### src/hw/rtl/rme_pkg.sv
// rme_pkg: shared types and constants for the rsa modular exponentiation block
// no dependencies
package rme_pkg;

   localparam int DATA_WIDTH    = 32;
   localparam int EXP_WIDTH     = 32;
   localparam int CSR_IDX_WIDTH = 2;

   localparam logic [CSR_IDX_WIDTH-1:0] CSR_MODULUS  = 2'd0;
   localparam logic [CSR_IDX_WIDTH-1:0] CSR_PUB_EXP  = 2'd1;
   localparam logic [CSR_IDX_WIDTH-1:0] CSR_PRIV_EXP = 2'd2;

   localparam logic FUNC_ENCRYPT = 1'b0;
   localparam logic FUNC_DECRYPT = 1'b1;

   typedef enum logic [2:0] {
      ST_IDLE,
      ST_REDUCE,
      ST_STEP,
      ST_MUL_ACC,
      ST_MUL_SQ,
      ST_FINISH
   } seq_state_type;

   // start a multiplication; short_op scans only the residue bits of op_b
   typedef struct packed {
      logic start;
      logic short_op;
   } mul_ctl_type;

endpackage

### src/hw/rtl/rme_mulmod.sv
// rme_mulmod: bit-serial interleaved modular multiplier, one multiplier bit a cycle
// depends on rme_pkg
module rme_mulmod import rme_pkg::*; #(
   parameter int MOD_WIDTH = 32
) (
   input  logic                  clock,
   input  logic                  reset,
   input  mul_ctl_type           ctl,
   input  logic [MOD_WIDTH-1:0]  op_a,
   input  logic [DATA_WIDTH-1:0] op_b,
   input  logic [MOD_WIDTH-1:0]  modulus,
   output logic                  done,
   output logic [MOD_WIDTH-1:0]  product
);

   localparam int SHIFT     = DATA_WIDTH - MOD_WIDTH;
   localparam int CNT_WIDTH = $clog2(DATA_WIDTH + 1);
   localparam int SUM_WIDTH = MOD_WIDTH + 2;

   logic [MOD_WIDTH-1:0]  a_ff, a_in;
   logic [DATA_WIDTH-1:0] b_ff, b_in;
   logic [MOD_WIDTH-1:0]  r_ff, r_in;
   logic [CNT_WIDTH-1:0]  cnt_ff, cnt_in;
   logic                  done_ff, done_in;

   logic [SUM_WIDTH-1:0]  sum;
   logic [SUM_WIDTH:0]    diff1, diff2;
   logic [MOD_WIDTH-1:0]  reduced;

   // r < m and a < m, so 2r + a < 3m: at most two subtractions of m
   always_comb begin
      sum   = {1'b0, r_ff, 1'b0}
              + (b_ff[DATA_WIDTH-1] ? SUM_WIDTH'(a_ff) : SUM_WIDTH'(0));
      diff1 = {1'b0, sum} - {2'b00, 1'b0, modulus};
      diff2 = {1'b0, sum} - {2'b00, modulus, 1'b0};
      if (!diff2[SUM_WIDTH]) begin
         reduced = diff2[MOD_WIDTH-1:0];
      end else if (!diff1[SUM_WIDTH]) begin
         reduced = diff1[MOD_WIDTH-1:0];
      end else begin
         reduced = sum[MOD_WIDTH-1:0];
      end
   end

   always_comb begin
      a_in    = a_ff;
      b_in    = b_ff;
      r_in    = r_ff;
      cnt_in  = cnt_ff;
      done_in = (cnt_ff == CNT_WIDTH'(1)) && !ctl.start;
      if (ctl.start) begin
         a_in   = op_a;
         b_in   = ctl.short_op ? (op_b << SHIFT) : op_b;
         r_in   = '0;
         cnt_in = ctl.short_op ? CNT_WIDTH'(MOD_WIDTH) : CNT_WIDTH'(DATA_WIDTH);
      end else if (cnt_ff != '0) begin
         b_in   = b_ff << 1;
         r_in   = reduced;
         cnt_in = cnt_ff - CNT_WIDTH'(1);
      end
   end

   always_ff @(posedge clock) begin
      if (reset) begin
         cnt_ff  <= '0;
         done_ff <= 1'b0;
      end else begin
         cnt_ff  <= cnt_in;
         done_ff <= done_in;
      end
      a_ff <= a_in;
      b_ff <= b_in;
      r_ff <= r_in;
   end

   assign done    = done_ff;
   assign product = r_ff;

endmodule

### config.mk
export PLATFORM = sky130hd
export DESIGN_NAME = rme_mulmod
export DESIGN_NICKNAME = d
export VERILOG_FILES = /design/src/hw/rtl/rme_pkg.sv /design/src/hw/rtl/rme_mulmod.sv
export SDC_FILE = /design/constraint.sdc
export NUM_CORES = 1
export LEC_CHECK = 0
export ABC_CLOCK_PERIOD_IN_PS = 6600
export BUFFER_PORTS_ARGS = -buffer_cell sky130_fd_sc_hd__clkbuf_2
export CAP_MARGIN = 10
export CORE_MARGIN = 4
export CORE_UTILIZATION = 35
export CTS_CLUSTER_SIZE = 12
export DETAILED_ROUTE_END_ITERATION = 8
export GPL_ROUTABILITY_DRIVEN = 0
export GPL_TIMING_DRIVEN = 0
export SYNTH_ARGS = -nofsm -noshare
export SYNTH_HDL_FRONTEND = slang
export SYNTH_SLANG_ARGS = --single-unit
### constraint.sdc
create_clock -name clock -period 6.6 [get_ports clock]
set_clock_uncertainty 0.15 [all_clocks]
set_input_delay 0.66 -clock clock [delete_from_list [all_inputs] [get_ports clock]]
set_output_delay 0.66 -clock clock [all_outputs]
set_load 0.01 [all_outputs]
After elaboration in Yosys (flattened, before gate mapping)
Cells that the tools add are included.

cells by class
  order comparisons = 0
  bitwise gates (word level) = 0
  muxes and demuxes = 7
  equality and inequality tests = 1
  add/subtract/negate cells = 4
  reductions and logical operators = 5
  $mul = 0
  shift-type cells = 0
  div/mod/pow operators = 0

operator list
  operator                                           count
  two-way mux 32 bit                                 5
  subtractor 34 x 32 -> 35 bit                       1
  subtractor 34 x 33 -> 35 bit                       1
  adder 33 x 32 -> 34 bit                            1
  two-way mux 6 bit                                  2
  == test 6 x 1 -> 1 bit (second input constant)     1
  nonzero test 6 bit                                 1
  subtractor 6 x 1 -> 6 bit (second input constant)  1
  nonzero test 2 bit                                 1
  OR reduction 2 bit                                 1
  logical AND 1 bit                                  1
  zero test 1 bit                                    1

storage, ports and cells
  flip-flop bits (word level) = 103
  memory bits (writable) = 0
  bits in read-only memories = 0
  output and inout port bits = 33
  bits in latches = 0
  input port bits = 100
  memories kept = 0
  word-level logic and storage cells = 23

Depth between registers and ports, before layout
Gate-level depths: netlist (run 1).

  depth in word-level cells = 5
  mapped depth = 25
  depth with buffers taken out = 23

Least setup slack after synthesis (run 1)
OpenSTA, ideal clock, no wires.

  path kind = register -> register
  start point = register b_ff[31]
  end point = register r_ff[14], in the netlist product[14]
  library setup time = 0.134 ns
  buffers on the path = 4
  data required time = 6.316 ns
  setup slack = 1.248 ns
  arrival time = 5.068 ns
  stages on the path, launching flop included = 23
  period minus slack after synthesis = 5.352 ns
  cells stage by stage = edfxtp_1 -> clkbuf_1 -> and2_1 -> ha_1 -> a211o_1 -> a21oi_1 -> a211oi_1 -> nor3_1 -> o21ai_0 -> xor2_1 -> ha_1 -> clkbuf_1 -> a21o_1 -> a21o_1 -> a211oi_1 -> o21ai_0 -> o41ai_2 -> o21ai_0 -> or3_1 -> buf_2 -> nor2_2 -> buf_2 -> a211oi_1

on the way
  longest elaborated chain between the ends = 5
  elaborated cells on any way between the ends = 6
  those cells by class = add/sub: 3; mux: 3

RTL lines
  item                          line              RTL
  start, declared               rme_mulmod.sv:21  logic [DATA_WIDTH-1:0] b_ff, b_in;
  start signal, assigned        rme_mulmod.sv:72  b_ff <= b_in;
  two-way mux 32 bit (*)        rme_mulmod.sv:33  + (b_ff[DATA_WIDTH-1] ? SUM_WIDTH'(a_ff) : SUM_WIDTH'(0));
  adder 33 x 32 -> 34 bit (*)   rme_mulmod.sv:33
  subtractor 34 x 32 -> 35 bit  rme_mulmod.sv:34  diff1 = {1'b0, sum} - {2'b00, 1'b0, modulus};
  two-way mux 32 bit            rme_mulmod.sv:38  end else if (!diff1[SUM_WIDTH]) begin
  two-way mux 32 bit (*)        rme_mulmod.sv:36  if (!diff2[SUM_WIDTH]) begin
  end signal, assigned          rme_mulmod.sv:73  r_ff <= r_in;
  end, declared                 rme_mulmod.sv:22  logic [MOD_WIDTH-1:0] r_ff, r_in;

Mark *: on every way between the ends. The rest lies on a longest branch, timed or not.
A chain may end at the register's enable or synchronous reset.

Final worst setup path (run 1)
  start point = register b_ff[31]
  end point = register r_ff[21], in the netlist product[21]

Same word-level chain as after synthesis.

==> results.md, run 1 <==
- Synth Net Count: 1,240
- Post-synth EDFFs: 64
- Nets@finish: 1,392
- Cell Area, Synth: 9250 µm²
- TritonCTS Sinks: a little over 100
- Iter 0 DRT Violations: 607
- CP arrival: 6.32 ns
- Max clock buf depth: 2
- Core Region: 26,100 µm²
- Seq/Total Area, Yosys: 29.2%
- FP Rows: 59
- Final std cells w/o fill: 1,532
- Syn Inst Count: 1,040
- Port Buf Inserts: between 100 and 150
- Most frequent cells in the layout: clkbuf_2, ha_1, a21oi_1
- Status: finished clean
- Hold Startpoint: op_a[29]
- Drt first pass iters: 5
- Total Die Area: 29,100 µm²
- Total negative slack: 0 ns
- CP required: 6.71 ns
- Worst r2r dst: product[21]$_SDFFE_PP0P_
- Final WL: 29,200 µm
- Fin. Hold Viols: 0
- Chip Height: 171 µm
- Unrepaired setup endpoints after global routing: false
- Mapped Avg Cell Area: 8.90 µm²
- # H-tree levels: 3
- Synth unique cells: slightly above 70
- Clock Tree Root: clkbuf_16
- Worst-path fanout max: 10
- R2R setup slack: 0.39 ns
- Layout cell share with drive strength beyond 1: a little under a fifth
- Die Width: 171 µm
- Max Slew Vio Count: 0
- Vias: 8,525
- Largest net degree at the start of global routing: 34
- Clock insertion delay at the later pin of the skew report: 0.36 ns
- Pleak: 4.83 nW
- Post-DR vias/cell: roughly 5.6
- Remaining routing DRC violations: 0
- Hpwl dp: 23,300 µm
- CTS Buf Count: 9
- Placed Instances: 1,506
- GR Util All Layers: 19.5%
- Post-route ant nets: 0
- Num ports: between 100 and 150
- Most common cell after layout, fill and taps aside: clkbuf_2
- Hold crit path type: in2reg
- Average wire per standard cell: 19.1 µm
- Global-route wire length before repair: 44,600 µm
- Crit path launch type: register
- WHS Path Cells: 1
- Design Power: 5.93 mW
- Asr flop ratio synth: 0%
- Most frequently used flop master after synthesis: edfxtp_1
- N_diodes: 0
- Synth-to-layout area growth: 16.5%
- Fillers: 2,668
- Hold EP: a_ff[29]$_DFFE_PP_
- R2r worst-path depth: 23
- Crit end category: register
- Period minus WS final: 6.21 ns
- Grt total ovfl: 0
- Reg2Reg Launch Point: b_ff[31]$_DFFE_PP_
- Core Util, Final: 41.4%
- Multi-input gate area: 6240 µm²
- Kind of critical path: reg2reg
- Antenna violations before repair: 1
- Worst vdd ir: 0.182 mV
- Max cap viols: 0
- Setup violators final: 0
- Fmax: 161 MHz
- CTS tree: built
- Synth warn: 0
- Reg clk slew, reported paths: about 0.08 ns
- Vias in the first global route: between 8,000 and 9,000
- Yosys reg bits: 103
- Initial Utilization: 35.5%
- Cell Pwr Density: roughly 550 nW/µm²
- Final worst-path cycle share: 94.1%
- Worst-Margin Slew: roughly 0.90 ns
- Relative slew slack: 40.1%
- Register cell area after layout: 2700 µm²
repair_timing:
item	4_1_cts	5_1_grt
gates resized for setup	6	11
pin swaps	1	6
gates cloned	0	0
hold buffers	0	0
setup endpoints to repair	32	32
setup buffers	1	8
worst max-delay path, stage by stage, from the launching register on:
cell,delay (ns)
edfxtp_1,0.46
clkbuf_4,0.26
and2_1,0.17
ha_1,0.36
a211o_1,0.28
a21oi_1,0.23
a211oi_1,0.15
nor3_2,0.38
a21o_1,0.21
nand2_1,0.09
a31oi_1,0.23
xnor2_1,0.25
ha_1,0.35
a21oi_1,0.19
nand2b_1,0.10
or3_1,0.37
o41ai_4,0.42
o21ai_1,0.18
or3_1,0.33
buf_2,0.23
clkbuf_4,0.27
nand3_1,0.11
o21ai_0,0.09
a211oi_1,0.24
kinds of logic (layout without fill, tap and decap cells):
kind of cell | Yosys count | count (layout) | synth area share [%]
XOR/XNOR | 79 | 79 | 7.56
adder cells (fa/ha/maj) | 100 | 100 | 13.8
AO/OA/AOI/OAI | 328 | 328 | 23.7
flip-flops | 103 | 103 | 29.2
AND/OR/NAND/NOR | 290 | 290 | 15.7
buffers and inverters | 88 | 245 | 3.94
multiplexers | 52 | 52 | 6.05
cells in the mapped netlist (all sizes together) (10+ instances only):
library cell / number / area (µm²)
xnor2: 44 / 393
and2: 36 / 225
a21oi: 93 / 465
edfxtp: 64 / 1920
buf: 11 / 75.1
inv: 56 / 210
mux2i: 21 / 210
a21o: 33 / 248
a31oi: 16 / 115
o21ai: 71 / 355
mux2: 31 / 349
nor2b: 13 / 81.3
dfxtp: 39 / 781
xor2: 35 / 307
nor3: 23 / 120
nand4: 10 / 62.6
ha: 97 / 1210
nand3: 33 / 178
o21a: 19 / 143
nand2: 79 / 297
a211oi: 15 / 118
nor2: 56 / 213
clkbuf: 21 / 78.8
a2111oi: 10 / 144
sequential cells by signal, summed over array words and instances (netlist names):
name and count:
cnt_ff 6, done 1, b_ff 32, product 32, a_ff 32
layout make-up:
class	instances	share of cell area [%]
Buffer	32	1.52
Clock buffer	9	2.09
Clock inverter	7	0.778
Inverter	56	1.95
Multi-Input combinational cell	849	57.9
Sequential cell	103	25.1
Tap cell	335	3.89
Timing Repair Buffer	141	6.85
how the worst max path moves through the flow:
stage | cells past startpoint | slack, ns | to | from
floorplan | 22 | 1.25 | product[14]$_SDFFE_PP0P_ | b_ff[31]$_DFFE_PP_
global placement | 21 | -1.02 | product[20]$_SDFFE_PP0P_ | b_ff[31]$_DFFE_PP_
detailed placement | 21 | -0.95 | product[12]$_SDFFE_PP0P_ | b_ff[31]$_DFFE_PP_
CTS | 23 | 0.02 | product[21]$_SDFFE_PP0P_ | b_ff[31]$_DFFE_PP_
global route | 23 | 0.002 | product[21]$_SDFFE_PP0P_ | b_ff[31]$_DFFE_PP_
finish | 23 | 0.39 | product[21]$_SDFFE_PP0P_ | b_ff[31]$_DFFE_PP_
per-stage QoR:
stage	instance area (µm²)	setup WS, ns	hold slack [ns]
2_1_floorplan	9250	1.25	0.337
3_3_place_gp	10300	-1.02	0.358
3_5_place_dp	10300	-0.945	0.374
4_1_cts	10700	0.0227	0.304
5_1_grt	10800	0.00197	0.305
6_report	10800	0.391	0.317
report_power, final:
group | switching [mW] | leakage [nW] | internal [mW]
Sequential | 0.126 | 0.967 | 0.870
Clock | 0.287 | 0.142 | 0.270
Combinational | 2.63 | 3.72 | 1.74
routing by layer:
layer | GRT usage (%) | vias to the layer above | wire [µm]
li1 | - | 4183 | -
met1 | 26.8 | 4014 | 12900
met2 | 32.1 | 286 | 13700
met3 | 2.98 | 40 | 1930
met4 | 4.97 | 2 | 605
met5 | 0 | - | 13
Note: power is estimated with default switching activity, not from simulation.
==> run 2: changes to the inputs <==
--- a/config.mk
+++ b/config.mk
@@ -5,7 +5,7 @@
 export SDC_FILE = /design/constraint.sdc
 export NUM_CORES = 1
 export LEC_CHECK = 0
-export ABC_CLOCK_PERIOD_IN_PS = 6600
+export ABC_CLOCK_PERIOD_IN_PS = 6800
 export BUFFER_PORTS_ARGS = -buffer_cell sky130_fd_sc_hd__clkbuf_2
 export CAP_MARGIN = 10
 export CORE_MARGIN = 4
==> constraint.sdc (replaced) <==
create_clock -name clock -period 6.8 [get_ports clock]
set_clock_uncertainty 0.15 [all_clocks]
set_input_delay 0.68 -clock clock [delete_from_list [all_inputs] [get_ports clock]]
set_output_delay 0.68 -clock clock [all_outputs]
set_load 0.01 [all_outputs]
==> results.md, run 2 (synthesized netlist as in run 1, its figures left out) <==
- Max Slew Vio Count: 0
- Grt total ovfl: 0
- Chip Height: roughly 170 µm
- Most common cell after layout, fill and taps aside: clkbuf_2
- Total Die Area: 29,100 µm²
- N_diodes: 0
- Pleak: 4.81 nW
- CTS Buf Count: 9
- CP required: 6.89 ns
- Post-DP Area: 10,300 µm²
- CP arrival: roughly 6.5 ns
- Vias: 8,482
- Hpwl dp: 23,300 µm
- Final WL: roughly 29,000 µm
- Clock insertion delay at the later pin of the skew report: 0.36 ns
- Crit end category: register
- Synth-to-layout area growth: 16.1%
- Unrepaired setup endpoints after global routing: false
- # H-tree levels: 3
- Clock Tree Root: clkbuf_16
- Sequential Power Share: 16.9%
- Max clock buf depth: 2
- TritonCTS Sinks: 103
- Switch Pwr: 2.96 mW
- Worst-Margin Slew: 0.925 ns
- Crit path launch type: register
- Combinational share of power: between 70 and 80%
- Layout cell share with drive strength beyond 1: approximately a fifth
- Average wire per standard cell: 19.1 µm
- FP Rows: between 50 and 60
- Remaining routing DRC violations: 0
- Largest net degree at the start of global routing: 34
- Relative slew slack: about two fifths
- Initial Utilization: about 36%
- Drt first pass iters: 5
- Die Width: 171 µm
- Switching Share: 51.5%
- Setup violators final: 0
- Nets@finish: 1,389
- GR Util All Layers: 19.5%
- Kind of critical path: reg2reg
- CTS tree: built
- Fmax: 157 MHz
- Num ports: 133
- Worst hold slack: ~0.34 ns
- Iter 0 DRT Violations: 650
- Core Region: 26,100 µm²
- Fin. Hold Viols: 0
- Antenna violations before repair: 1
- Status: finished clean
- Vias in the first global route: 8,121
- Most frequent cells in the layout: clkbuf_2, ha_1, a21oi_1
- Worst-path fanout max: 10
- Period minus WS final: 6.39 ns
- Post-DR vias/cell: 5.55
- Final worst-path cycle share: 93.9%
- Hold crit path type: in2reg
- Port Buf Inserts: 131
- Max cap viols: 0
- WHS Path Cells: 1
- Int Pwr: 2.78 mW
- Post-route cell area: 10,700 µm²
- Worst vdd ir: 0.178 mV
- Global-route wire length before repair: 44,500 µm
- R2r worst-path depth: 22
- Clock group share of total power: 9.5%
- Core Util, Final: 41.2%
- Post-CTS Hold Buffers: 0
- Post-route ant nets: 0
- Cell Pwr Density: 535 nW/µm²
- Reg clk slew, reported paths: 0.08 ns
## run 2: changes by cell type in the layout (fill, tap and decap cells not counted), sizes merged
cell / before / now
buf: 20 / 18
clkbuf: 162 / 161
## run 2: worst paths after layout
kind                       startpoint                  endpoint  slack (ns)
max                b_ff[31]$_DFFE_PP_  product[31]$_SDFFE_PP0P_        0.41
min                          op_a[30]        a_ff[30]$_DFFE_PP_        0.34
max reg2reg        b_ff[31]$_DFFE_PP_  product[31]$_SDFFE_PP0P_        0.41
min reg2reg  product[11]$_SDFFE_PP0P_  product[11]$_SDFFE_PP0P_        0.39
## run 2: area by class of cell
cell class | count | area, µm²
multi-input cells | 849 | 6220
repair buffers | 138 | 716
plain buffers | 32 | 159
flip-flops and latches | 103 | 2700
clock buffers | 9 | 225
well taps | 335 | 419
fillers | 2668 | 15300
inverters | 56 | 210
clock inverters | 7 | 83.8
## run 2: critical path, cell delays in order, from the launching register on
cell,delay (ns)
edfxtp_1,0.46
buf_2,0.26
and2_1,0.18
ha_1,0.36
a211o_1,0.28
a21oi_1,0.23
a211oi_1,0.14
nor3_2,0.39
a21o_1,0.26
nand2_1,0.11
a31oi_1,0.23
xnor2_1,0.25
ha_1,0.35
a21oi_1,0.19
nand2b_1,0.10
or3_1,0.33
o41ai_2,0.42
o21ai_0,0.24
or3_1,0.35
buf_2,0.24
nor2_4,0.28
clkbuf_4,0.33
a31oi_1,0.13
## run 2: power groups by stage
stage / logic, mW / clock network [mW] / registers [mW]
finish: 4.23 / 0.544 / 0.969
global route: 4.64 / 0.572 / 0.980
CTS: 4.14 / 0.553 / 0.967
detailed placement: 4.10 / 0 / 0.979
global placement: 4.07 / 0 / 0.977
floorplan: 3.03 / 0 / 0.955
## run 2: timing repair
| action | 4_1_cts | 5_1_grt |
|---|---|---|
| setup endpoints to repair | 32 | 31 |
| buffers inserted | 0 | 6 |
| gates resized for setup | 5 | 7 |
| pin swaps | 0 | 5 |
## run 2: per-stage QoR
stage	power (mW)	setup WS (ns)	instances	setup TNS, ns
floorplan	3.99	1.45	1040	0
finish	5.74	0.414	1529	0
global route	6.19	0.000373	1529	0
CTS	5.66	0.0134	1522	0
global placement	5.04	-0.823	1506	-18.05
detailed placement	5.08	-0.745	1506	-15.35
## run 2: per-layer routing
| layer | up-vias | part of all wire [%] | GRT usage (%) |
|---|---|---|---|
| li1 | 4183 | - | - |
| met1 | 4010 | 45 | 26.8 |
| met2 | 248 | 47 | 32.0 |
| met3 | 39 | 6.0 | 2.91 |
| met4 | 2 | 2.2 | 5.00 |
| met5 | - | 0.044 | 0 |
==> run 3: changes to the inputs <==
--- a/config.mk
+++ b/config.mk
@@ -14,6 +14,7 @@
 export DETAILED_ROUTE_END_ITERATION = 8
 export GPL_ROUTABILITY_DRIVEN = 0
 export GPL_TIMING_DRIVEN = 0
+export RECOVER_POWER = 25
 export SYNTH_ARGS = -nofsm -noshare
 export SYNTH_HDL_FRONTEND = slang
 export SYNTH_SLANG_ARGS = --single-unit
==> results.md, run 3 (synthesized netlist as in run 1, its figures left out) <==
- Post-route cell area: 10,700 µm²
- Max cap viols: 1
- Vias: roughly 8,500
- Total Die Area: roughly 29,000 µm²
- Most common cell after layout, fill and taps aside: clkbuf_2
- Setup violators final: 0
- Final worst-path cycle share: 93.9%
- Top routing layer in use: met5
- Fin. Hold Viols: 0
- Fmax: 157 MHz
- Vias in the first global route: 8,121
- CTS Buf Count: 9
- Final WL: roughly 30,000 µm
- Failing checks: capacitance limit, slew limit
- FP Rows: 59
- Max Slew Vio Count: 34
- Hold crit path type: in2reg
- Grt total ovfl: 0
- Clock insertion delay at the later pin of the skew report: 0.36 ns
- GR Util All Layers: 19.5%
- Dpl ws: -0.745 ns
- Remaining routing DRC violations: 0
- Post-route ant nets: 0
- Cell Pwr Density: roughly 530 nW/µm²
- Initial Utilization: between 30 and 40%
- Largest net degree at the start of global routing: 34
- Routed metal-1 wire length: 13,200 µm
- Relative slew slack: -28.6%
- Die Width: 171 µm
- Worst setup margin: just over 0.4 ns
- Average wire per standard cell: 19.1 µm
- Global-route wire length before repair: 44,500 µm
- Total negative slack: 0 ns
- Reg clk slew, reported paths: 0.08 ns
- N_diodes: 0
- Pleak: 4.81 nW
- Core Region: 26,100 µm²
- Hpwl dp: 23,300 µm
- Post-DR vias/cell: 5.55
- Worst hold slack: around 0.34 ns
- TritonCTS Sinks: 103
- CP required: 6.89 ns
- # H-tree levels: 3
- Clock Tree Root: clkbuf_16
- Worst-path fanout max: 10
- Design Power: 5.74 mW
- Drt first pass iters: 5
- Port Buf Inserts: 131
- Antenna violations before repair: 1
- Most frequent cells in the layout: clkbuf_2, ha_1, a21oi_1
- Iter 0 DRT Violations: 650
- Post-CTS Hold Buffers: 0
- CTS tree: built
- CP arrival: 6.47 ns
- Crit end category: register
- Num ports: between 100 and 150
- Unrepaired setup endpoints after global routing: false
- Crit path launch type: register
- Layout cell share with drive strength beyond 1: 18.5%
- Kind of critical path: reg2reg
- Fillers: between 2,000 and 3,000
- Post-DP Area: roughly 10,000 µm²
- Metal2 WL: approximately 14,000 µm
- Placed Instances: 1,506
- Status: finished with violations
- Met3 WL post-DR: around 1700 µm
- Final std cells w/o fill: 1,529
- Worst vdd ir: 0.178 mV
- Core Util, Final: 41.2%
- Max clock buf depth: 2
- Worst-Margin Slew: 1.93 ns
- Period minus WS final: 6.38 ns
- Chip Height: 171 µm
- Nets@finish: 1,389
- Synth-to-layout area growth: 16.0%
==> run 3: changes by cell type in the layout (fill, tap and decap cells not counted) <==
cell      change
clkbuf_1      +2
clkbuf_2      -2
==> run 3: per-layer routing <==
metal / up-vias / track usage [%]
met3: 39 / 2.91
met1: 4009 / 26.8
met2: 246 / 32.0
met5: - / 0
li1: 4184 / -
met4: 2 / 5.00
==> run 3: path summary, 6_finish.rpt <==
path              slack, ns  depth (start not counted)                        to                startpoint
setup reg to reg       0.42                         22  product[31]$_SDFFE_PP0P_        b_ff[31]$_DFFE_PP_
setup / recovery       0.42                         22  product[31]$_SDFFE_PP0P_        b_ff[31]$_DFFE_PP_
hold reg to reg        0.39                          2  product[11]$_SDFFE_PP0P_  product[11]$_SDFFE_PP0P_
hold / removal         0.34                          1        a_ff[30]$_DFFE_PP_                  op_a[30]
==> run 3: area by class of cell <==
cell class              count  area (µm²)  area share, %
clock buffers               9         225           2.10
flip-flops and latches    103        2700           25.2
clock inverters             7        83.8          0.781
repair buffers            138         713           6.64
plain buffers              32         159           1.48
multi-input cells         849        6220           58.0
well taps                 335         419           3.90
inverters                  56         210           1.96
==> run 3: worst max-delay path: stages (launching register included) <==
cell and delay (ns):
edfxtp_1 0.46, buf_2 0.26, and2_1 0.18, ha_1 0.36, a211o_1 0.28, a21oi_1 0.23, a211oi_1 0.14, nor3_2 0.39
a21o_1 0.26, nand2_1 0.11, a31oi_1 0.23, xnor2_1 0.25, ha_1 0.35, a21oi_1 0.19, nand2b_1 0.10, or3_1 0.33
o41ai_2 0.42, o21ai_0 0.24, or3_1 0.35, buf_2 0.24, nor2_4 0.28, clkbuf_4 0.33, a31oi_1 0.13
==> run 3: where the power goes <==
group / switching [mW] / internal, mW
registers: 0.124 / 0.845
logic: 2.55 / 1.67
clock network: 0.282 / 0.263
==> run 3: timing repair <==
| action | in CTS | in global routing |
|---|---|---|
| buffers inserted | 0 | 6 |
| gates resized for setup | 5 | 7 |
| pin swaps | 0 | 5 |
| endpoints found under the hold margin | 0 | 0 |
| setup endpoints to repair | 32 | 31 |
