[src/hw/rtl/rme_pkg.sv]
// rme_pkg: shared types and constants for the rsa modular exponentiation block
// no dependencies
package rme_pkg;

   localparam int DATA_WIDTH    = 32;
   localparam int EXP_WIDTH     = 32;
   localparam int CSR_IDX_WIDTH = 2;

   localparam logic [CSR_IDX_WIDTH-1:0] CSR_MODULUS  = 2'd0;
   localparam logic [CSR_IDX_WIDTH-1:0] CSR_PUB_EXP  = 2'd1;
   localparam logic [CSR_IDX_WIDTH-1:0] CSR_PRIV_EXP = 2'd2;

   localparam logic FUNC_ENCRYPT = 1'b0;
   localparam logic FUNC_DECRYPT = 1'b1;

   typedef enum logic [2:0] {
      ST_IDLE,
      ST_REDUCE,
      ST_STEP,
      ST_MUL_ACC,
      ST_MUL_SQ,
      ST_FINISH
   } seq_state_type;

   // start a multiplication; short_op scans only the residue bits of op_b
   typedef struct packed {
      logic start;
      logic short_op;
   } mul_ctl_type;

endpackage

[src/hw/rtl/rme_seq.sv]
// rme_seq: right-to-left square-and-multiply sequencer over the exponent shift register
// depends on rme_pkg; drives rme_mulmod
module rme_seq import rme_pkg::*; #(
   parameter int MOD_WIDTH = 32
) (
   input  logic                  clock,
   input  logic                  reset,
   input  logic                  req_valid,
   output logic                  req_ready,
   input  logic                  req_func,
   input  logic [DATA_WIDTH-1:0] req_value,
   input  logic [MOD_WIDTH-1:0]  modulus,
   input  logic [EXP_WIDTH-1:0]  pub_exp,
   input  logic [EXP_WIDTH-1:0]  priv_exp,
   output mul_ctl_type           mul_ctl,
   output logic [MOD_WIDTH-1:0]  mul_a,
   output logic [DATA_WIDTH-1:0] mul_b,
   input  logic                  mul_done,
   input  logic [MOD_WIDTH-1:0]  mul_product,
   input  logic                  out_free,
   output logic                  out_load,
   output logic [DATA_WIDTH-1:0] out_data
);

   seq_state_type state_ff, state_in;

   logic                 func_ff, func_in;
   logic [EXP_WIDTH-1:0] expo_ff, expo_in;
   logic [MOD_WIDTH-1:0] acc_ff, acc_in;
   logic [MOD_WIDTH-1:0] sq_ff, sq_in;

   logic mod_small;
   logic expo_more;

   assign mod_small = modulus < MOD_WIDTH'(2);
   assign expo_more = expo_ff[EXP_WIDTH-1:1] != '0;

   always_comb begin
      state_in = state_ff;
      case (state_ff)
         ST_IDLE: begin
            if (req_valid) begin
               state_in = mod_small ? ST_FINISH : ST_REDUCE;
            end
         end
         ST_REDUCE: begin
            if (mul_done) begin
               state_in = ST_STEP;
            end
         end
         ST_STEP: begin
            if (expo_ff == '0) begin
               state_in = ST_FINISH;
            end else if (expo_ff[0]) begin
               state_in = ST_MUL_ACC;
            end else begin
               state_in = ST_MUL_SQ;
            end
         end
         ST_MUL_ACC: begin
            if (mul_done) begin
               state_in = expo_more ? ST_MUL_SQ : ST_FINISH;
            end
         end
         ST_MUL_SQ: begin
            if (mul_done) begin
               state_in = ST_STEP;
            end
         end
         ST_FINISH: begin
            if (out_free) begin
               state_in = ST_IDLE;
            end
         end
         default: begin
            state_in = ST_IDLE;
         end
      endcase
   end

   always_comb begin
      func_in   = func_ff;
      expo_in   = expo_ff;
      acc_in    = acc_ff;
      sq_in     = sq_ff;
      req_ready = 1'b0;
      mul_ctl   = '0;
      mul_a     = sq_ff;
      mul_b     = DATA_WIDTH'(acc_ff);
      out_load  = 1'b0;
      out_data  = (func_ff == FUNC_DECRYPT) ? DATA_WIDTH'(acc_ff[7:0])
                                            : DATA_WIDTH'(acc_ff);
      case (state_ff)
         ST_IDLE: begin
            req_ready = 1'b1;
            // base reduction: 1 * value mod m over all value bits
            mul_a     = MOD_WIDTH'(1);
            mul_b     = req_value;
            if (req_valid) begin
               func_in = req_func;
               expo_in = (req_func == FUNC_DECRYPT) ? priv_exp : pub_exp;
               if (mod_small) begin
                  acc_in = '0;
               end else begin
                  mul_ctl.start = 1'b1;
               end
            end
         end
         ST_REDUCE: begin
            if (mul_done) begin
               sq_in  = mul_product;
               acc_in = MOD_WIDTH'(1);
            end
         end
         ST_STEP: begin
            if (expo_ff != '0) begin
               mul_ctl.start    = 1'b1;
               mul_ctl.short_op = 1'b1;
               if (!expo_ff[0]) begin
                  expo_in = expo_ff >> 1;
                  mul_b   = DATA_WIDTH'(sq_ff);
               end
            end
         end
         ST_MUL_ACC: begin
            mul_b = DATA_WIDTH'(sq_ff);
            if (mul_done) begin
               acc_in  = mul_product;
               expo_in = expo_ff >> 1;
               // skip the final squaring once no exponent bits remain
               if (expo_more) begin
                  mul_ctl.start    = 1'b1;
                  mul_ctl.short_op = 1'b1;
               end
            end
         end
         ST_MUL_SQ: begin
            if (mul_done) begin
               sq_in = mul_product;
            end
         end
         ST_FINISH: begin
            out_load = out_free;
         end
         default: begin
            out_load = 1'b0;
         end
      endcase
   end

   always_ff @(posedge clock) begin
      if (reset) begin
         state_ff <= ST_IDLE;
      end else begin
         state_ff <= state_in;
      end
      func_ff <= func_in;
      expo_ff <= expo_in;
      acc_ff  <= acc_in;
      sq_ff   <= sq_in;
   end

endmodule

[config.mk]
export PLATFORM = sky130hd
export DESIGN_NAME = rme_seq
export DESIGN_NICKNAME = d
export VERILOG_FILES = /design/src/hw/rtl/rme_pkg.sv /design/src/hw/rtl/rme_seq.sv
export SDC_FILE = /design/constraint.sdc
export NUM_CORES = 1
export LEC_CHECK = 0
export BUFFER_PORTS_ARGS = -buffer_cell sky130_fd_sc_hd__buf_2
export CELL_PAD_IN_SITES_DETAIL_PLACEMENT = 0
export CELL_PAD_IN_SITES_GLOBAL_PLACEMENT = 1
export CORE_AREA = 2 2 124 126
export CTS_CLUSTER_DIAMETER = 50
export DETAILED_ROUTE_END_ITERATION = 6
export DIE_AREA = 0 0 126 128
export PLACE_DENSITY = 0.89
export SLEW_MARGIN = 0
export SYNTH_ARGS = -nofsm -noshare
export SYNTH_HDL_FRONTEND = slang
export SYNTH_SLANG_ARGS = --single-unit
[constraint.sdc]
create_clock -name clock -period 9.61 [get_ports clock]
set_input_delay 0 -clock clock [delete_from_list [all_inputs] [get_ports clock]]
set_output_delay 0 -clock clock [all_outputs]
set_load 0.05 [all_outputs]
; ---- Yosys cells after proc, flatten, opt, wreduce, memory -nomap -nowiden
; Cells that the tools add are included.
[op_classes]
magnitude_cmp = 1
eq_ne = 13
mux = 34
n_reduce_logical = 13
[ops]
columns = operator, count
row1 = $mux W32, 13
row2 = $pmux W32 S3, 3
row3 = $logic_not A32 Y1, 1
row4 = $lt A32 B2 Y1 const B, 1
row5 = $reduce_bool A32 Y1, 1
row6 = $reduce_bool A31 Y1, 1
row7 = $mux W3, 7
row8 = $pmux W3 S5, 1
row9 = $ne A2 B2 Y1 const B, 7
row10 = $reduce_and A5 Y1, 2
row11 = $reduce_and A4 Y1, 2
row12 = $eq A3 B2 Y1 const B, 2
row13 = $eq A3 B3 Y1 const B, 2
row14 = $mux W2, 3
row15 = $reduce_bool A3 Y1, 2
row16 = $mux W1, 5
row17 = $reduce_and A2 Y1, 2
row18 = $eq A3 B1 Y1 const B, 1
row19 = $logic_not A3 Y1, 1
row20 = $pmux W1 S3, 1
row21 = $ne A2 B1 Y1 const B, 1
row22 = $pmux W1 S2, 1
row23 = $reduce_or A2 Y1, 1
[totals]
reg_bits = 100
out_inout_bits = 100
elab_cells = 67

; ---- Logic depth before layout (Yosys ltp)
; Gate-level depths: netlist of run 1.
[logic_depth]
depth_word = 4
mapped_depth = 7

; ---- Worst setup path after synthesis of run 1
; No wires, ideal clock.
[synth_timing]
path_type = flip-flop to flip-flop
start = register state_ff[1]
end = register expo_ff[10], enable pin
setup_ns = 0.467
arrival_ns = 3.325
required_time_ns = 9.143
slack_ns = 5.819
stages_incl_launch_ff = 5
n_path_buf = 2
cell_sequence = dfxtp_1 -> clkbuf_1 -> clkbuf_1 -> a21oi_1 -> a211oi_1
[synth_between]
elab_chain_cells = 3
word_cells_on_any_way = 9
cone_classes = eq/ne (6) / reduce/logical (3)
[synth_rtl]
columns = element, line
row1 = start: declaration, rme_seq.sv:25  ; seq_state_type state_ff, state_in;
row2 = start signal: assignment, rme_seq.sv:155  ; state_ff <= state_in;
row3 = $eq A3 B2 Y1 / $logic_not A3 Y1 (equally long branches), rme_seq.sv:93  ; case (state_ff)
row4 = $ne A2 B2 Y1 (no line) / $reduce_bool A3 Y1 (equally long branches), --
row5 = $reduce_and A5 Y1 (no line) (*), --
row6 = end signal: assignment, rme_seq.sv:158  ; expo_ff <= expo_in;
row7 = end: declaration, rme_seq.sv:28  ; logic [EXP_WIDTH-1:0] expo_ff, expo_in;
; Mark *: on every way between the ends. The rest lies on a longest branch, timed or not.
; A chain may end at the register's enable or synchronous reset.

; ---- Worst setup path in the final report of run 1
[layout_timing]
start = register state_ff[1]
end = output mul_b[30]
[layout_between]
elab_chain_cells = 2
word_cells_on_any_way = 4
cone_classes = eq/ne (2) / mux (1) / reduce/logical (1)
[layout_rtl]
columns = element, line
row1 = $eq A3 B2 Y1 / $logic_not A3 Y1 (equally long branches), rme_seq.sv:93
row2 = $pmux W32 S3 (*), rme_seq.sv:93
row3 = end: declaration, rme_seq.sv:17  ; output logic [DATA_WIDTH-1:0] mul_b,
; Marked as above.

==> results of run 1 <==
[registers in the layout, indices dropped and copies added (netlist names)]
name / flops
func_ff: 1
expo_ff: 32
acc_ff: 32
sq_ff: 32
state_ff: 3
[cells in the final DEF, fill, tap and decap left out, types with 6 or more instances in the layout]
cell                            synthesis  layout
sky130_fd_sc_hd__nand2_1               45      45
sky130_fd_sc_hd__and3_1                32      32
sky130_fd_sc_hd__o21ai_0               33      32
sky130_fd_sc_hd__buf_2                  5     264
sky130_fd_sc_hd__and2_1                32      32
sky130_fd_sc_hd__a21oi_1                8       7
sky130_fd_sc_hd__mux2i_1               32      32
sky130_fd_sc_hd__edfxtp_1              97      97
sky130_fd_sc_hd__nor2_1                10       8
sky130_fd_sc_hd__dlygate4sd3_1          0      35
sky130_fd_sc_hd__nor4_1                16      16
sky130_fd_sc_hd__nor3_1                 7       6
sky130_fd_sc_hd__a221o_1               31      31
sky130_fd_sc_hd__nor2b_1               57      56
sky130_fd_sc_hd__clkbuf_16              0       9
[layout make-up]
| type | instances | area, µm² |
|---|---|---|
| repair buffers | 304 | 1710 |
| multi-input cells | 325 | 2160 |
| inverters | 3 | 11.3 |
| fillers | 1447 | 7490 |
| clock buffers | 9 | 225 |
| flip-flops and latches | 100 | 2970 |
| well taps | 188 | 235 |
| clock inverters | 7 | 52.6 |
[critical path: stages, from the launching register on]
cell and delay, ns:
sky130_fd_sc_hd__dfxtp_1 0.76, sky130_fd_sc_hd__buf_4 0.40, sky130_fd_sc_hd__inv_2 0.13, sky130_fd_sc_hd__nor2_1 0.23
sky130_fd_sc_hd__a211o_2 0.65, sky130_fd_sc_hd__a221o_1 0.29, sky130_fd_sc_hd__buf_2 0.27
[worst min-delay path by stage]
stage / slack (ns) / cells after the start / from / to
final: 0.02 / 3 / pub_exp[16] / expo_ff[16]
after global routing: 0.03 / 3 / pub_exp[13] / expo_ff[13]
after CTS: 0.006 / 3 / pub_exp[16] / expo_ff[16]
after detailed placement: 0.19 / 2 / reset / state_ff[1]
after global placement: 0.19 / 1 / mul_product[27] / sq_ff[27]
after floorplan: 0.07 / 1 / reset / state_ff[1]
[logic make-up (layout without fill, tap and decap cells)]
family	Yosys count	count (layout)	share of synthesized area [%]
AND/OR/NAND/NOR	206	206	21.5
flip-flops	100	100	55.7
AO/OA/AOI/OAI	86	86	11.9
buffers and inverters	48	323	4.76
multiplexers	32	32	6.00
XOR/XNOR	1	1	0.164
[cells in the mapped netlist, types with 3 or more instances]
cell type                  instances
sky130_fd_sc_hd__o21ai_0          33
sky130_fd_sc_hd__dfxtp_1           3
sky130_fd_sc_hd__nor2b_1          57
sky130_fd_sc_hd__nor3_1            7
sky130_fd_sc_hd__buf_6             3
sky130_fd_sc_hd__nor4_1           16
sky130_fd_sc_hd__nand2_1          45
sky130_fd_sc_hd__a21oi_1           8
sky130_fd_sc_hd__a221o_1          31
sky130_fd_sc_hd__and2_1           32
sky130_fd_sc_hd__buf_2             5
sky130_fd_sc_hd__mux2i_1          32
sky130_fd_sc_hd__nor2_1           10
sky130_fd_sc_hd__edfxtp_1         97
sky130_fd_sc_hd__and3_1           32
sky130_fd_sc_hd__clkbuf_1         24
sky130_fd_sc_hd__buf_4            12
[stage by stage]
stage | area, µm² | std cells
detailed placement | 6740 | 885
CTS | 7370 | 936
global placement | 6740 | 885
global route | 7370 | 936
floorplan | 5340 | 473
finish | 7370 | 936
[report_power, final]
| part | internal (µW) | leakage [µW] | switching [µW] |
|---|---|---|---|
| logic | 240 | 0.00214 | 678 |
| clock network | 177 | 0.000119 | 161 |
| registers | 584 | 0.000932 | 55.4 |
| total | 1000 | 0.00320 | 895 |
[routing by layer]
metal / vias to the layer above / GRT usage, % / routed length (µm)
met2: 208 / 31.3 / 7370
met1: 2112 / 23.3 / 6280
met4: 0 / 4.27 / 171
met5: - / 0 / 0
met3: 10 / 3.92 / 1140
li1: 2290 / - / -
[repair_timing]
action / 4_1_cts / 5_1_grt
hold buffers: 35 / 0
hold endpoints to repair: 65 / 0
buffers inserted: 0 / 0
==> impl_metrics.sql, run 1 <==
INSERT INTO impl_metrics (metric_group, metric, value, unit) VALUES
('placed_design', 'port-buffer-count', '264', ''),
('yosys', 'synth_flop_cell', 'sky130_fd_sc_hd__edfxtp_1', ''),
('timing', 'setup-violations-final', '0', ''),
('cts', 'tritoncts.num_buffers', '9', ''),
('die', 'pin_count', '266', ''),
('yosys', 'synth-seq-area-share', '55.7', '%'),
('global_route', 'grt_antenna_before_repair', '0', ''),
('cells_and_area', 'insertedDiodeCount', '0', ''),
('worst_setup_path', 'setup.reg_to_reg.worst_slack', '6.85', 'ns'),
('worst_setup_path', 'worst_r2r_endpoint', 'expo_ff[11]', ''),
('route', 'drc', '0', ''),
('global_route', 'grt_start_max_net_pins', '67', ''),
('flow_run', 'cap_violations', '0', ''),
('route', 'detail_route.vias_per_cell', '4.94', ''),
('power_and_ir_drop', 'power.leakage', '0.00320', 'µW'),
('placed_design', 'gp_routability_congestion', '0.767', ''),
('worst_setup_path', 'worstSetupPathType', 'register to output port', ''),
('timing', 'post-route-worst-setup-slack', '6.51', 'ns'),
('global_route', 'gr-usage-all-layers', '18.1', '%'),
('cts', 'cts_resized', '0', ''),
('yosys', 'mappedNetlistNets', '639', ''),
('cts', 'clkSlewWorstSetupHoldPaths', '0.07', 'ns'),
('global_route', 'globalRoute.totalOverflow', '0', ''),
('die', 'floorplan.rows', '45', ''),
('placed_design', 'place_worst_setup_slack', '6.81', 'ns'),
('power_and_ir_drop', 'post-layout-total-power', '1890', 'µW'),
('yosys', 'ys.warnings.count', '0', ''),
('worst_setup_path', 'setup.worst_path.end', 'mul_b[30]', ''),
('worst_setup_path', 'kind_of_start_point_of_the_critical_path', 'register', ''),
('timing', 'layout_worst_path_cycle_share', '32.2', '%'),
('worst_setup_path', 'worst_ep_arrival_time', '3.10', 'ns'),
('timing', 'whs', '0.0188', 'ns'),
('cts', 'cts_num_sinks', '100', ''),
('status', 'run_status', 'completed', ''),
('route', 'route.antenna.remaining_nets', '0', ''),
('yosys', 'yosys-top-cells-area', 'sky130_fd_sc_hd__edfxtp_1 (55%), sky130_fd_sc_hd__nor2b_1 (6.7%), sky130_fd_sc_hd__mux2i_1 (6.0%), sky130_fd_sc_hd__a221o_1 (5.8%), sky130_fd_sc_hd__and2_1 (3.8%)', ''),
('worst_hold_path', 'timing.hold.worst.class', 'input port to register', ''),
('timing', 'grt_setup_unrepaired', 'no', ''),
('worst_setup_path', 'worstPathMaxFanout', '32', ''),
('yosys', 'average_cell_area_after_synthesis', '11.3', 'µm²'),
('yosys', 'post_synth_num_cell_types', '39', ''),
('yosys', 'synth_seq_cells', '100', ''),
('yosys', 'async_flop_share', '0', '%'),
('worst_setup_path', 'worst_ep_required_time', '9.61', 'ns'),
('cts', 'clockBufferDepth', '2', ''),
('worst_setup_path', 'critical_path.startpoint', 'state_ff[1]', ''),
('power_and_ir_drop', 'ir_drop', '95.2', 'µV'),
('die', 'die_w', '126', 'µm'),
('timing', 'hold_viol_final', '0', ''),
('global_route', 'first_global_vias', '4419', ''),
('timing', 'final_period_minus_worst_setup_slack', '3.10', 'ns'),
('cts', 'tritoncts', 'yes', ''),
('timing', 'setup-tns-final', '0', 'ns'),
('route', 'vias', '4620', ''),
('die', 'chipHeight', '128', 'µm'),
('placed_design', 'dp_hpwl', '10600', 'µm'),
('cts', 'h-tree-depth', '3', ''),
('cts', 'clock_insertion_delay_worst_skew', '0.33', 'ns'),
('yosys', 'synthesis.area', '5340', 'µm²'),
('worst_setup_path', 'rr_startpoint', 'state_ff[1]', ''),
('route', 'drt_pre_antenna_iters', '4', ''),
('timing', 'worst_slew_pin_slew', '1.13', 'ns'),
('yosys', 'syn_inst', '473', ''),
('yosys', 'synth_enable_flop_cells', '97', ''),
('cells_and_area', 'final_core_util', '49.6', '%'),
('timing', 'slew_violations', '0', ''),
('worst_setup_path', 'timing.critical_path.to_type', 'output port', ''),
('route', 'dr.first_iter.drc_count', '270', ''),
('route', 'postRouteWirelength', '15000', 'µm'),
('die', 'core-area', '14900', 'µm²'),
('yosys', 'synth_top_area_share', '54.6', '%');
(Power assumes the default switching activity.)
==> run 2, diff against run 1 <==
- CORE_AREA: 2 2 124 126 -> 2 2 135 137
- DIE_AREA: 0 0 126 128 -> 0 0 137 139
- PLACE_DENSITY: 0.89 -> 0.81
- clock period: 9.61 -> 2.5 ns (I/O delays scaled with it)
==> impl_metrics.sql, run 2 (synthesized netlist as in run 1, its figures left out) <==
INSERT INTO impl_metrics (metric_group, metric, value, unit) VALUES
('route', 'dr.first_iter.drc_count', '241', ''),
('placed_design', 'port-buffer-count', '264', ''),
('placed_design', 'dp_hpwl', '12000', 'µm'),
('worst_setup_path', 'worstSetupPathType', 'register to output port', ''),
('flow_run', 'cap_violations', '0', ''),
('worst_hold_path', 'hold_start', 'pub_exp[5]', ''),
('global_route', 'globalRouteMet1Util', '19.4', '%'),
('worst_setup_path', 'kind_of_start_point_of_the_critical_path', 'register', ''),
('cells_and_area', 'finish.net_count', '925', ''),
('route', 'drc', '0', ''),
('worst_setup_path', 'worst_ep_arrival_time', '2.38', 'ns'),
('worst_setup_path', 'cp_slowest_stage_delay', '0.40', 'ns'),
('die', 'chipHeight', '139', 'µm'),
('placed_design', 'place_worst_setup_slack', '0.219', 'ns'),
('worst_setup_path', 'timing.critical_path.to_type', 'output port', ''),
('global_route', 'global_route.usage.met2', '28.0', '%'),
('global_route', 'grt_start_max_net_pins', '63', ''),
('cells_and_area', 'post_route_cells_drive_above_1_share', '41.5', '%'),
('worst_setup_path', 'worst_ep_required_time', '2.50', 'ns'),
('timing', 'post-route-worst-setup-slack', '0.119', 'ns'),
('worst_setup_path', 'timing.critical_path.mode_cell', 'sky130_fd_sc_hd__buf_12', ''),
('global_route', 'first_pass_grt_wire_length', '23800', 'µm'),
('worst_setup_path', 'worst_r2r_endpoint', 'expo_ff[11]', ''),
('cts', 'cts_num_sinks', '100', ''),
('worst_hold_path', 'hold_path_end', 'expo_ff[5]', ''),
('worst_setup_path', 'worst-r2r-cell-count', '6', ''),
('timing', 'final_period_minus_worst_setup_slack', '2.38', 'ns'),
('power_and_ir_drop', 'post-layout-total-power', '7600', 'µW'),
('cts', 'h-tree-depth', '3', ''),
('timing', 'setup-violations-final', '0', ''),
('die', 'die_area', '19000', 'µm²'),
('power_and_ir_drop', 'ir_drop', '561', 'µV'),
('timing', 'setup-tns-final', '0', 'ns'),
('route', 'postRouteWirelength', '16300', 'µm'),
('placed_design', 'dpl.cell_count', '937', ''),
('die', 'pin_count', '266', ''),
('timing', 'slew_violations', '0', ''),
('timing', 'whs', '0.00978', 'ns'),
('cts', 'cts_root_buf', 'sky130_fd_sc_hd__clkbuf_16', ''),
('worst_setup_path', 'setup.reg_to_reg.worst_slack', '0.51', 'ns'),
('cts', 'tritoncts.num_buffers', '9', ''),
('timing', 'final_worst_clock_skew', '0.00890', 'ns'),
('cells_and_area', 'areaGrowthSynthToFinish', '44.2', '%'),
('die', 'die_w', '137', 'µm'),
('global_route', 'first_global_vias', '4496', ''),
('route', 'drt_pre_antenna_iters', '4', ''),
('worst_setup_path', 'rr_startpoint', 'state_ff[0]', ''),
('status', 'run_status', 'completed', ''),
('cells_and_area', 'mostFrequentLayoutCells', 'sky130_fd_sc_hd__buf_2 (255), sky130_fd_sc_hd__edfxtp_1 (97), sky130_fd_sc_hd__nor2b_1 (56)', ''),
('cts', 'clockBufferDepth', '2', ''),
('route', 'drt-wirelength-per-cell', '16.3', 'µm'),
('worst_hold_path', 'timing.hold.worst.class', 'input port to register', ''),
('timing', 'hold_viol_final', '0', ''),
('die', 'core-area', '17700', 'µm²'),
('cells_and_area', 'reg_top3', 'acc_ff (32), expo_ff (32), sq_ff (32)', ''),
('die', 'initial_utilization', '30.2', '%'),
('power_and_ir_drop', 'power.leakage', '0.00333', 'µW'),
('timing', 'layout_worst_path_cycle_share', '95.2', '%'),
('global_route', 'grt_busiest_layer', 'met2', ''),
('worst_setup_path', 'cp_cell_sequence', 'nor4_2 > nand4_1 > buf_4 > nor2_4 > o31ai_4 > buf_12 > a221o_1 > buf_12', ''),
('route', 'vias', '4757', ''),
('worst_setup_path', 'timing.critical_path.max_delay_family', 'simple AND/OR/NAND/NOR gates', ''),
('route', 'route.antenna.remaining_nets', '0', ''),
('worst_setup_path', 'cp.buffers_inverters', '3', ''),
('timing', 'grt_setup_unrepaired', 'no', ''),
('timing', 'worst_slew_pin_slew', '0.977', 'ns'),
('cells_and_area', 'leading_cell_type_in_the_layout_fill_and_taps_excluded', 'sky130_fd_sc_hd__buf_2', ''),
('global_route', 'gr-usage-all-layers', '16.3', '%'),
('cts', 'clkSlewWorstSetupHoldPaths', '0.07', 'ns'),
('timing', 'slew_headroom', '34.9', '%'),
('worst_setup_path', 'worstPathMaxFanout', '24', ''),
('worst_hold_path', 'worst_hold_path.num_cells', '3', ''),
('global_route', 'globalRouteMet3Util', '5.48', '%'),
('route', 'detail_route.vias_per_cell', '4.78', ''),
('worst_setup_path', 'cp_slowest_cell', 'sky130_fd_sc_hd__edfxtp_1', ''),
('cts', 'tritoncts', 'yes', ''),
('global_route', 'grt_antenna_before_repair', '3', ''),
('cts', 'clock_insertion_delay_worst_skew', '0.35', 'ns'),
('die', 'floorplan.rows', '49', ''),
('cells_and_area', 'instances_no_fill', '995', ''),
('global_route', 'globalRoute.totalOverflow', '0', ''),
('power_and_ir_drop', 'power-per-cell-area', '988', 'nW/µm²'),
('timing', 'maxClockFrequency', '420', 'MHz'),
('placed_design', 'gp_routability_congestion', '0.807', '');
-- run 2: cell types whose count changed in the layout (fill, tap and decap cells not counted), sizes merged, moves of 2 or more --
cell,before,now
buf,269,278
diode,0,2
clkinvlp,5,1
clkinv,1,4
clkbuf,9,16
-- run 2: repair_timing --
item	in CTS	in global routing
buffers inserted	3	1
gates resized for setup	3	9
setup endpoints to repair	31	32
hold buffers	36	0
pin swaps	5	2
gates cloned	0	0
endpoints found under the hold margin	69	0
-- run 2: layout make-up --
| type | count | area [µm²] |
|---|---|---|
| fill | 1659 | 9960 |
| antenna | 2 | 5.00 |
| tap | 229 | 287 |
| inverter | 3 | 11.3 |
| timing repair buffer | 320 | 1930 |
| clock inverter | 6 | 65.1 |
| multi-input combinational | 325 | 2200 |
| clock buffer | 10 | 229 |
| sequential | 100 | 2970 |
-- run 2: routing by layer --
layer  up-vias  routed length (µm)
li1       2328                   -
met1      2198                6730
met2       208                7850
met3        21                1450
met4         2                 215
met5         -                  13
-- run 2: worst max path at each step --
stage                start         to  depth (start not counted)  slack (ns)
5_1_grt         expo_ff[4]   mul_b[3]                          8       0.004
4_1_cts         expo_ff[8]   mul_b[0]                          7        0.03
2_1_floorplan  state_ff[2]  acc_ff[0]                          6        0.07
3_5_place_dp   expo_ff[20]  mul_b[26]                          7        0.22
6_report       expo_ff[20]  mul_b[26]                          8        0.12
3_3_place_gp   expo_ff[20]  mul_b[26]                          7        0.27
-- run 2: power by group --
group | internal (µW) | switching [µW]
sequential | 2240 | 202
combinational | 1100 | 2680
clock | 776 | 601
total | 4120 | 3480
-- run 2: stage by stage --
| stage | util (%) | cell area [µm²] |
|---|---|---|
| finish | 43.6 | 7700 |
| global route | 43.6 | 7690 |
| CTS | 43.3 | 7650 |
| detailed placement | 39.4 | 6950 |
| global placement | 39.4 | 6950 |
| floorplan | - | 5370 |
-- run 2: worst reg2reg max path: stages, from the launching register on --
cell and delay, ns:
sky130_fd_sc_hd__dfxtp_1 0.59, sky130_fd_sc_hd__nor2b_2 0.31, sky130_fd_sc_hd__nand2_1 0.17, sky130_fd_sc_hd__o21ai_2 0.24, sky130_fd_sc_hd__buf_4 0.34, sky130_fd_sc_hd__nand2_1 0.11, sky130_fd_sc_hd__o21ai_0 0.08
==> run 3, diff against run 2 <==
==> constraint.sdc (replaced) <==
create_clock -name clock -period 2.5 [get_ports clock]
set_input_delay 0.5 -clock clock [delete_from_list [all_inputs] [get_ports clock]]
set_output_delay 0.5 -clock clock [all_outputs]
set_load 0.05 [all_outputs]
==> impl_metrics.sql, run 3 (synthesized netlist as in run 1, its figures left out) <==
INSERT INTO impl_metrics (metric_group, metric, value, unit) VALUES
('status', 'run_status', 'complete, but fails checks', ''),
('status', 'failing_checks', 'negative setup slack', ''),
('global_route', 'first_global_vias', '4702', ''),
('route', 'detail_route.vias_per_cell', '4.87', ''),
('die', 'initial_utilization', '30.2', '%'),
('cts', 'clock_insertion_delay_worst_skew', '0.35', 'ns'),
('die', 'core-area', '17700', 'µm²'),
('worst_setup_path', 'cp_slowest_stage_delay', '0.42', 'ns'),
('route', 'highest_layer', 'met4', ''),
('route', 'postRouteWirelength', '17100', 'µm'),
('route', 'met2_wirelength', '8520', 'µm'),
('placed_design', 'dp_hpwl', '12000', 'µm'),
('placed_design', 'dpl.cell_count', '954', ''),
('route', 'dr.first_iter.drc_count', '214', ''),
('timing', 'grt_setup_unrepaired', 'yes', ''),
('global_route', 'grt_start_max_net_pins', '51', ''),
('route', 'drt-wirelength-per-cell', '17.2', 'µm'),
('die', 'chipHeight', '139', 'µm'),
('route', 'drc', '0', ''),
('die', 'floorplan.rows', '49', ''),
('global_route', 'globalRoute.totalOverflow', '0', ''),
('cells_and_area', 'finish.net_count', '919', ''),
('placed_design', 'gp_routability_congestion', '0.813', ''),
('die', 'die_w', '137', 'µm'),
('cts', 'tritoncts.num_buffers', '9', ''),
('timing', 'layout_worst_path_cycle_share', '119', '%'),
('placed_design', 'port-buffer-count', '264', ''),
('power_and_ir_drop', 'power.leakage', '0.00344', 'µW'),
('cts', 'post_cts_hold_buffer_count', '0', ''),
('timing', 'maxClockFrequency', '335', 'MHz'),
('cts', 'cts_num_sinks', '100', ''),
('cells_and_area', 'fillers', '1669', ''),
('worst_setup_path', 'worst_ep_arrival_time', '2.48', 'ns'),
('timing', 'slew_headroom', '37.6', '%'),
('worst_setup_path', 'timing.critical_path.to_type', 'output port', ''),
('cts', 'tritoncts', 'yes', ''),
('timing', 'final_period_minus_worst_setup_slack', '2.98', 'ns'),
('worst_setup_path', 'timing.critical_path.mode_cell', 'sky130_fd_sc_hd__buf_12', ''),
('cells_and_area', 'reg_top3', 'acc_ff (32), expo_ff (32), sq_ff (32)', ''),
('timing', 'post-route-worst-setup-slack', '-0.481', 'ns'),
('worst_setup_path', 'cp_cell_sequence', 'nor4_2 > nand4_1 > buf_4 > o21bai_4 > a211o_4 > buf_12 > buf_16 > a221o_1 > buf_12', ''),
('timing', 'slew_violations', '0', ''),
('cells_and_area', 'instances_no_fill', '989', ''),
('global_route', 'gr-usage-all-layers', '17.1', '%'),
('route', 'detailroute.wirelength.met3', '1450', 'µm'),
('cts', 'h-tree-depth', '3', ''),
('power_and_ir_drop', 'ir_drop', '641', 'µV'),
('cells_and_area', 'final_core_util', '45.0', '%'),
('cts', 'cts_root_buf', 'sky130_fd_sc_hd__clkbuf_16', ''),
('timing', 'hold_viol_final', '0', ''),
('route', 'drt_pre_antenna_iters', '4', ''),
('timing', 'final_worst_clock_skew', '0.0101', 'ns'),
('cells_and_area', 'leading_cell_type_in_the_layout_fill_and_taps_excluded', 'sky130_fd_sc_hd__buf_2', ''),
('power_and_ir_drop', 'post-layout-total-power', '8230', 'µW'),
('route', 'route.antenna.remaining_nets', '0', ''),
('timing', 'worst_slew_pin_slew', '0.936', 'ns'),
('flow_run', 'cap_violations', '0', ''),
('worst_setup_path', 'worstPathMaxFanout', '8', ''),
('route', 'vias', '4813', ''),
('power_and_ir_drop', 'power-per-cell-area', '1040', 'nW/µm²'),
('worst_hold_path', 'timing.hold.worst.class', 'input port to register', ''),
('global_route', 'first_pass_grt_wire_length', '24900', 'µm'),
('cells_and_area', 'post_route_cells_drive_above_1_share', '45.9', '%'),
('route', 'm1WireLength', '6730', 'µm'),
('worst_setup_path', 'kind_of_start_point_of_the_critical_path', 'register', ''),
('cells_and_area', 'mostFrequentLayoutCells', 'sky130_fd_sc_hd__buf_2 (229), sky130_fd_sc_hd__edfxtp_1 (97), sky130_fd_sc_hd__nor2b_1 (56)', ''),
('worst_setup_path', 'worst_ep_required_time', '2.00', 'ns'),
('cells_and_area', 'areaGrowthSynthToFinish', '48.9', '%'),
('worst_setup_path', 'cp_slowest_cell', 'sky130_fd_sc_hd__edfxtp_1', ''),
('cts', 'clkSlewWorstSetupHoldPaths', '0.07', 'ns'),
('global_route', 'grt_antenna_before_repair', '2', ''),
('timing', 'setup-violations-final', '34', ''),
('die', 'die_area', '19000', 'µm²'),
('die', 'pin_count', '266', ''),
('cts', 'clockBufferDepth', '2', ''),
('worst_setup_path', 'worstSetupPathType', 'register to output port', '');
[run 3: layout make-up]
class                   instances  area, µm²  area share (%)
diodes                          2       5.00          0.0630
repair buffers                314       2160            27.2
well taps                     229        287            3.61
flip-flops and latches        100       2970            37.4
multi-input cells             325       2240            28.1
clock buffers                  10        229            2.88
clock inverters                 6       47.5           0.598
inverters                       3       11.3           0.142
[run 3: worst paths after layout]
| kind | slack [ns] | to | cells after the start | from |
|---|---|---|---|---|
| min | 0.33 | state_ff[1] | 2 | reset |
| min reg2reg | 0.55 | expo_ff[8] | 2 | expo_ff[9] |
| max reg2reg | 0.39 | expo_ff[28] | 8 | expo_ff[1] |
| max | -0.48 | mul_b[21] | 9 | expo_ff[1] |
[run 3: worst max-delay path, delay by kind of cell, from the launching register on]
family                 cells  cell delay, ns
buffers and inverters      4            0.62
and+or+nand+nor            2            0.56
AOI/OAI and AO/OA          3            0.54
DFF                        1            0.42
[run 3: power by group]
| group | switching [µW] | internal, µW |
|---|---|---|
| sequential | 189 | 2240 |
| combinational | 2870 | 1630 |
| clock | 616 | 684 |
| total | 3670 | 4560 |
[run 3: through the flow]
step | hold WS (ns) | setup TNS, ns | worst slack [ns] | area [µm²]
2_1_floorplan | 0.522 | 0 | 0.0653 | 5390
3_3_place_gp | 0.535 | -5.49 | -0.201 | 7130
3_5_place_dp | 0.544 | -7.06 | -0.251 | 7130
4_1_cts | 0.316 | -14.53 | -0.466 | 7860
5_1_grt | 0.323 | -17.95 | -0.565 | 7940
6_report | 0.332 | -15.16 | -0.481 | 7950
[run 3: what timing repair did]
item                                    CTS  global route
gates cloned                              3             1
pin swaps                                18            11
endpoints found under the setup margin   34            47
resized for setup                        78             5
buffers inserted                          9             4
[run 3: per-layer routing]
| metal | track usage [%] | up-vias |
|---|---|---|
| li1 | - | 2319 |
| met1 | 20.5 | 2229 |
| met2 | 30.7 | 244 |
| met3 | 3.69 | 21 |
| met4 | 4.50 | 0 |
| met5 | 0 | - |
